## config.mk

```make
export PLATFORM = sky130hd
export DESIGN_NAME = message_length_padder_core
export DESIGN_NICKNAME = d
export VERILOG_FILES = /design/src/design/mlp_pkg.sv /design/src/design/message_length_padder_core.sv
export VERILOG_INCLUDE_DIRS = /design/src /design/src/design
export SDC_FILE = /design/constraint.sdc
export NUM_CORES = 1
export LEC_CHECK = 0
export BUFFER_PORTS_ARGS = -buffer_cell sky130_fd_sc_hd__buf_4
export CAP_MARGIN = 15
export CORE_ASPECT_RATIO = 0.75
export CORE_MARGIN = 2
export CORE_UTILIZATION = 56
export CTS_CLUSTER_SIZE = 25
export DETAILED_ROUTE_END_ITERATION = 8
export PLACE_DENSITY = 0.76
export SLEW_MARGIN = 10
export SYNTH_ARGS = -nofsm -noshare
export SYNTH_HDL_FRONTEND = slang
export SYNTH_SLANG_ARGS = --single-unit
```

## constraint.sdc

```tcl
create_clock -name clk -period 6.47 [get_ports clk]
set_input_delay 1.294 -clock clk [delete_from_list [all_inputs] [get_ports clk]]
set_output_delay 1.294 -clock clk [all_outputs]
set_load 0.02 [all_outputs]
```

## src/design/message_length_padder_core_assert.svh

```systemverilog
// Assertion macros shared by the padder RTL
`ifndef MESSAGE_LENGTH_PADDER_CORE_ASSERT_SVH
`define MESSAGE_LENGTH_PADDER_CORE_ASSERT_SVH

// Same-cycle implication, checked out of reset
`define MLP_ASSERT_SAME(lbl, ante, cons) \
  lbl: assert property (@(posedge clk) disable iff (rst) (ante) |-> (cons)) \
    else $error("assertion failed");

// Next-cycle implication, checked out of reset
`define MLP_ASSERT_NEXT(lbl, ante, cons) \
  lbl: assert property (@(posedge clk) disable iff (rst) (ante) |=> (cons)) \
    else $error("assertion failed");

`endif

```

## src/design/mlp_pkg.sv

```systemverilog
// Package with constants for the message length padder
`timescale 1ns / 1ps
`default_nettype none
package mlp_pkg;

  localparam int BLOCK_BYTES_DEF = 16;
  localparam int LEN_BYTES       = 8;
  localparam int COUNT_W         = 64;
  localparam logic [7:0] PAD_MARK = 8'h80;

endpackage
`default_nettype wire

```

## src/design/message_length_padder_core.sv

```systemverilog
// Top level of the message length padder: pass-through counter and padding sequencer
//
//   channel  | dir | tdata         | tuser   | tlast
//   s_axis   | in  | data_byte[7:0]| is_end  | -
//   m_axis   | out | out_byte[7:0] | -       | last_of_message
//
// A new data request is taken each cycle while the output register is free
// or being drained. An end request emits the
// padding at one byte per cycle: r bytes, or r + BLOCK_BYTES when r < 9,
// where r = BLOCK_BYTES - (count mod BLOCK_BYTES); the padding sequencer
// holds s_axis_tready low until its final byte is loaded. Output stalls
// freeze the sequencer. Reset is synchronous and clears the count at once.
`timescale 1ns / 1ps
`default_nettype none
`include "message_length_padder_core_assert.svh"
module message_length_padder_core #(
  parameter int BLOCK_BYTES = mlp_pkg::BLOCK_BYTES_DEF
) (
  input  wire logic       clk,
  input  wire logic       rst,
  input  wire logic       s_axis_tvalid,
  output logic            s_axis_tready,
  input  wire logic [7:0] s_axis_tdata,   // [7:0] data_byte
  input  wire logic       s_axis_tuser,   // [0] is_end
  output logic            m_axis_tvalid,
  input  wire logic       m_axis_tready,
  output logic [7:0]      m_axis_tdata,   // [7:0] out_byte
  output logic            m_axis_tlast
);
  import mlp_pkg::*;

  localparam int BPW = (BLOCK_BYTES > 1) ? $clog2(BLOCK_BYTES) : 1;
  localparam int PW  = $clog2(BLOCK_BYTES + LEN_BYTES + 1);

  logic [COUNT_W-1:0] byte_count;
  logic [BPW-1:0]     blk_pos;
  logic               pad_active;
  logic [PW-1:0]      pad_idx;
  logic [PW-1:0]      pad_len;
  logic [PW-1:0]      len_start;
  logic [COUNT_W-1:0] len_val;

  logic               out_free;
  logic               in_take;
  logic [PW-1:0]      rem;
  logic [PW-1:0]      pad_len_calc;

  assign out_free      = !m_axis_tvalid || m_axis_tready;
  assign s_axis_tready = !pad_active && out_free;
  assign in_take       = s_axis_tvalid && s_axis_tready;

  // Bytes left in the current block, then padding length
  assign rem          = PW'(BLOCK_BYTES) - PW'(blk_pos);
  assign pad_len_calc = (rem < PW'(LEN_BYTES + 1)) ? rem + PW'(BLOCK_BYTES) : rem;

  always_ff @(posedge clk) begin
    if (rst) begin
      byte_count    <= '0;
      blk_pos       <= '0;
      pad_active    <= 1'b0;
      pad_idx       <= '0;
      m_axis_tvalid <= 1'b0;
    end else begin
      if (in_take || (pad_active && out_free)) begin
        m_axis_tvalid <= 1'b1;
      end else if (m_axis_tready) begin
        m_axis_tvalid <= 1'b0;
      end
      if (in_take) begin
        if (!s_axis_tuser) begin
          m_axis_tdata <= s_axis_tdata;
          m_axis_tlast <= 1'b0;
          byte_count   <= byte_count + COUNT_W'(1);
          blk_pos      <= (blk_pos == BPW'(BLOCK_BYTES - 1)) ? '0 : blk_pos + BPW'(1);
        end else begin
          // Emit the marker now, sequence the rest
          m_axis_tdata <= PAD_MARK;
          m_axis_tlast <= 1'b0;
          len_val      <= byte_count;
          pad_len      <= pad_len_calc;
          len_start    <= pad_len_calc - PW'(LEN_BYTES);
          pad_idx      <= PW'(1);
          pad_active   <= 1'b1;
          byte_count   <= '0;
          blk_pos      <= '0;
        end
      end else if (pad_active && out_free) begin
        if (pad_idx < len_start) begin
          m_axis_tdata <= 8'h00;
        end else begin
          // Length goes out big-endian: take the top byte, shift up
          m_axis_tdata <= len_val[COUNT_W-1 -: 8];
          len_val      <= {len_val[COUNT_W-9:0], 8'h00};
        end
        m_axis_tlast <= (pad_idx == pad_len - PW'(1));
        if (pad_idx == pad_len - PW'(1)) begin
          pad_active <= 1'b0;
        end
        pad_idx <= pad_idx + PW'(1);
      end
    end
  end

  `MLP_ASSERT_SAME(a_no_req_in_pad, pad_active, !s_axis_tready)
  `MLP_ASSERT_NEXT(a_end_marks, in_take && s_axis_tuser,
                   pad_active && m_axis_tvalid && m_axis_tdata == PAD_MARK && !m_axis_tlast)
  `MLP_ASSERT_SAME(a_last_ends_pad, m_axis_tvalid && m_axis_tlast, !pad_active)
  `MLP_ASSERT_NEXT(a_pad_clears_count, in_take && s_axis_tuser,
                   byte_count == '0 && blk_pos == '0)

endmodule
`default_nettype wire
```

======== Yosys cells after proc, flatten, opt, wreduce, memory -nomap -nowiden ========
Index checks and enable logic that the tools add are counted.
cells by class
  add/subtract/negate cells ............... 7
  order comparisons ....................... 2
  equal/unequal tests ..................... 4
  mux-type cells .......................... 22
  bitwise operators ....................... 1
  reductions and logical operators ........ 15
operator list
  cell                                                count
  two-way mux 64 bit                                  5
  adder 64 x 1 -> 64 bit, second input constant       1
  two-way mux 8 bit                                   4
  two-way mux 5 bit                                   4
  two-way mux 4 bit                                   2
  two-way mux 1 bit                                   7
  AND reduction 3 bit                                 2
  nonzero test 2 bit                                  3
  adder 5 x 1 -> 5 bit, second input constant         1
  adder 5 bit, second input constant                  1
  == test 5 bit                                       1
  < comparator 5 x 4 -> 1 bit, second input constant  1
  < comparator 5 bit                                  1
  subtractor 5 x 1 -> 5 bit, second input constant    1
  subtractor 5 x 4 -> 5 bit, first input constant     1
  subtractor 5 x 4 -> 5 bit, second input constant    1
  adder 4 x 1 -> 4 bit, second input constant         1
  == test 4 bit, second input constant                1
  inequality test 2 bit, second input constant        2
  AND reduction 2 bit                                 2
  AND reduction 4 bit                                 1
  logical AND 1 bit                                   3
  zero test 1 bit                                     2
  logical OR 1 bit                                    2
  NOT 1 bit                                           1
word-level totals
  flip-flop bits (word level) ............. 158
  logic and storage cells ................. 61

======== Logic depth before layout (Yosys ltp) ========
  depth after elaboration ................. 6
  gate-level depth with buffers ........... 9

======== Least setup slack after synthesis ========
OpenSTA, ideal clock, no wires.
  kind .................................... input port to flip-flop
  start point ............................. in s_axis_tvalid
  end point ............................... reg len_val[0], enable pin
  arrival ................................. 5.809 ns
  setup slack ............................. 0.154 ns
  cell stages on the path ................. 6
  path through ............................ nor2b_1 nand2_1 clkbuf_1 a21oi_1 o21ai_0 a21oi_1
on the way
  longest elaborated chain between the ends .. 3
ends and longest elaborated chain
  item                                                                          line                              source
  start, declared                                                               message_length_padder_core.sv:21  input wire logic s_axis_tvalid,
  logical AND 1 bit (*)                                                         message_length_padder_core.sv:50  assign in_take = s_axis_tvalid && s_axis_tready;
  inequality test 2 bit (no line) / nonzero test 2 bit (equally long branches)  --
  AND reduction 4 bit (no line) (*)                                             --
  end signal, assigned                                                          message_length_padder_core.sv:79  len_val <= byte_count;
  end signal, assigned                                                          message_length_padder_core.sv:93  len_val <= {len_val[COUNT_W-9:0], 8'h00};
  end, declared                                                                 message_length_padder_core.sv:41  logic [COUNT_W-1:0] len_val;
Every way passes the cells marked *; elsewhere a longest branch is shown, timed or not.
A chain may end at the register's enable or synchronous reset.

======== Worst setup path after layout ========
Same ends and word-level chain as after synthesis.

==> metrics.md <==
| Metric | Value |
|---|---|
| Most common cell after layout, fill and taps aside | `nand2_1` |
| Synthesized net count | `825` |
| Final Hold Viols | `0` |
| CP Data Arrival Time | `4360 ps` |
| # DRC | `0` |
| Async S/R FF share, synth | `0` |
| CP max-delay cell | `a21oi_1` |
| Seq cells post-synth | `155` |
| IO Pins | `24` |
| Synth Area per Inst | `9.13 um2` |
| Initial antenna violation count | `0` |
| PD cells | `270 mW/mm2` |
| Clock Power Share | `0.463` |
| CTS resizes | `0` |
| Area growth syn-to-layout | `12.4%` |
| Num CTS Buffers | `17` |
| Die area | `0.0140 mm2` |
| Number of core rows | `36` |
| CTS Sinks | `155` |
| Setup_tns | `0 ps` |
| Buffers on Ports | `23` |
| Comb pwr share | `0.056` |
| Critical Path RT | `6530 ps` |
| Synthesized area | `0.00732 mm2` |
| CP Class | `in2reg` |
| Post-synthesis sequential area ratio | `0.533` |
| Root Driver | `clkbuf_16` |
| H-tree Lvls | `4` |
| DR iter-0 viols | `588` |
| Final Setup Violations | `0` |
| Max-cap violation count | `0` |
| Critical Path Sink Type | `flop` |
| DRT Pass-1 Iters | `5` |
| Mapped Cells | `802` |
| CP startpoint | `s_axis_tvalid` |
| Final Slew Violations | `0` |
| Core area | `0.0129 mm2` |
| Overflow after GRT | `0` |
| Status | `finished, final reports clean` |
| Maximum VDD drop | `0.212 mV` |
| Critical Path Max Stage Delay | `760 ps` |
| Routed WL | `17.6 mm` |
| Avg WL per Cell | `17.7 um` |
| Startpoint types | `input pin` |
| Overall routing resource usage | `0.258` |
| Worst hold path class | `reg2reg` |
| Largest net degree at the start of global routing | `94` |
| Cell variety after synth | `44` |
| CTS tree | `yes` |
| Util after Layout | `0.638` |
| Leading cell types in the layout, fill and taps excluded | `177 x nand2_1, 80 x edfxtp_1, 75 x dfxtp_1` |
| Worst-skew pair later-pin latency | `430 ps` |
| Pin slew with the least headroom to its limit | `1080 ps` |
| Min Tclk post-route | `4290 ps` |
| Routed vias/inst | `6.09` |
| Gpl congestion | `0.885` |
| Routed Antenna Nets | `0` |
| Switch share | `0.222` |
| Internal Pwr Total | `1730 uW` |
| Seq pwr share | `0.481` |
| Worst hold start | `byte_count[63]` |
| Die X | `136 um` |
| Clock transition at path regs | `60 ps` |
| Ant diodes | `0` |
| Synth Flop Type | `edfxtp_1` |
| Starting Density | `0.568` |
| First-pass GRT wire length | `27.4 mm` |
| Crit share post-route | `0.664` |
| Total power | `2220 uW` |
| Filler cells | `1038` |
| EDFF count, synth | `80` |
| Clk_skew | `7.50 ps` |
| Cell mode on critical path | `buf_4` |
| Proportion of layout cells with a drive suffix above 1 | `0.0914` |
| DR vias | `6043` |
| Max Fclk | `233 MHz` |
| Leakage | `0.00285 uW` |
| Register area | `0.00390 mm2` |
| RR Startpoint | `pad_active` |
| Nets | `831` |
| Die height | `103 um` |
| Area of the multi-input gates | `0.00318 mm2` |
| RSZ-0062 raised after global routing | `false` |
| Max transition margin | `0.277` |
| Vias in the first global route | `5391` |
| Net Sw Power | `494 uW` |
| Yosys warning total | `0` |
| DP Wirelength | `11.7 mm` |
| Clk buf depth | `2` |
| CP Cell Sequence | `buf_4, nor2b_1, nand2_2, a21oi_1, o21ai_0, a21oi_4, buf_4` |
| Hold buffers post-CTS | `0` |
| Post-CTS setup buffer count | `0` |
| Worst-path fanout max | `39` |
==> cells by family (layout without fill, tap and decap cells) <==
| logic type | count (synthesis) | after routing | share of synthesized area |
|---|---|---|---|
| simple gates | 394 | 394 | 0.259 |
| flops | 155 | 155 | 0.533 |
| compound gates | 145 | 145 | 0.118 |
| buf+inv | 68 | 87 | 0.0361 |
| xor+xnor | 30 | 30 | 0.0359 |
| fa+ha+maj | 10 | 10 | 0.0171 |
==> critical path, delay by kind of cell <==
family	cells	cell delay, ps
and+or+nand+nor	2	520
buffers and inverters	2	670
AOI/OAI and AO/OA	3	1840
==> routing by layer <==
metal,vias to the layer above,global-route usage,part of all wire
met5,-,0,0
met4,0,0.0897,0.014
met3,23,0.0565,0.064
met2,223,0.390,0.46
met1,2887,0.369,0.46
li1,2910,-,-
==> synth_stat cells, drive strengths merged (13+ instances only) <==
library cell / count / share of area
a21oi: 54 / 0.037
and3: 13 / 0.011
clkbuf: 38 / 0.019
dfxtp: 75 / 0.21
edfxtp: 80 / 0.33
inv: 26 / 0.013
nand2: 178 / 0.091
nand3: 39 / 0.027
nand4: 20 / 0.018
nor2: 49 / 0.025
nor3: 14 / 0.0096
nor4: 14 / 0.012
o21ai: 43 / 0.029
o31ai: 21 / 0.022
or3: 18 / 0.015
or4: 26 / 0.027
xor2: 20 / 0.024
==> sequential cells by signal (all words and copies together), names as in the netlist <==
signal	cells
pad_active	1
m_axis_tvalid	1
m_axis_tdata	8
pad_idx	5
len_val	64
byte_count	64
blk_pos	4
m_axis_tlast	1
len_start	2
pad_len	5
==> final cells by class <==
type                    count  area share
inverters                  26      0.0119
clock inverters            12      0.0176
multi-input cells         579       0.387
flip-flops and latches    155       0.475
repair buffers             29      0.0265
well taps                 171      0.0260
clock buffers              20      0.0567
==> power by group through the flow <==
stage | logic [uW] | clock network (uW) | registers [uW]
after floorplan | 77.8 | 0 | 1090
after global placement | 118 | 0 | 1090
after detailed placement | 123 | 0 | 1090
after CTS | 124 | 1030 | 1070
after global routing | 137 | 1080 | 1070
final | 124 | 1030 | 1070
==> per-stage QoR <==
step           hold WS, ps  area, um2  instances  worst slack, ps
2_1_floorplan          452       7320        802              154
3_3_place_gp           463       7610        960             1930
3_5_place_dp           473       7610        960             1780
4_1_cts                483       8220        992             2160
5_1_grt                517       8220        992             1930
6_report               488       8220        992             2180
==> worst paths after layout <==
check,cells past startpoint,slack [ps],end
max,7,2180,len_val[0]
min reg2reg,2,490,byte_count[63]
max reg2reg,6,2790,len_val[0]
min,2,490,byte_count[63]
Note: power is estimated with default switching activity, not from simulation.
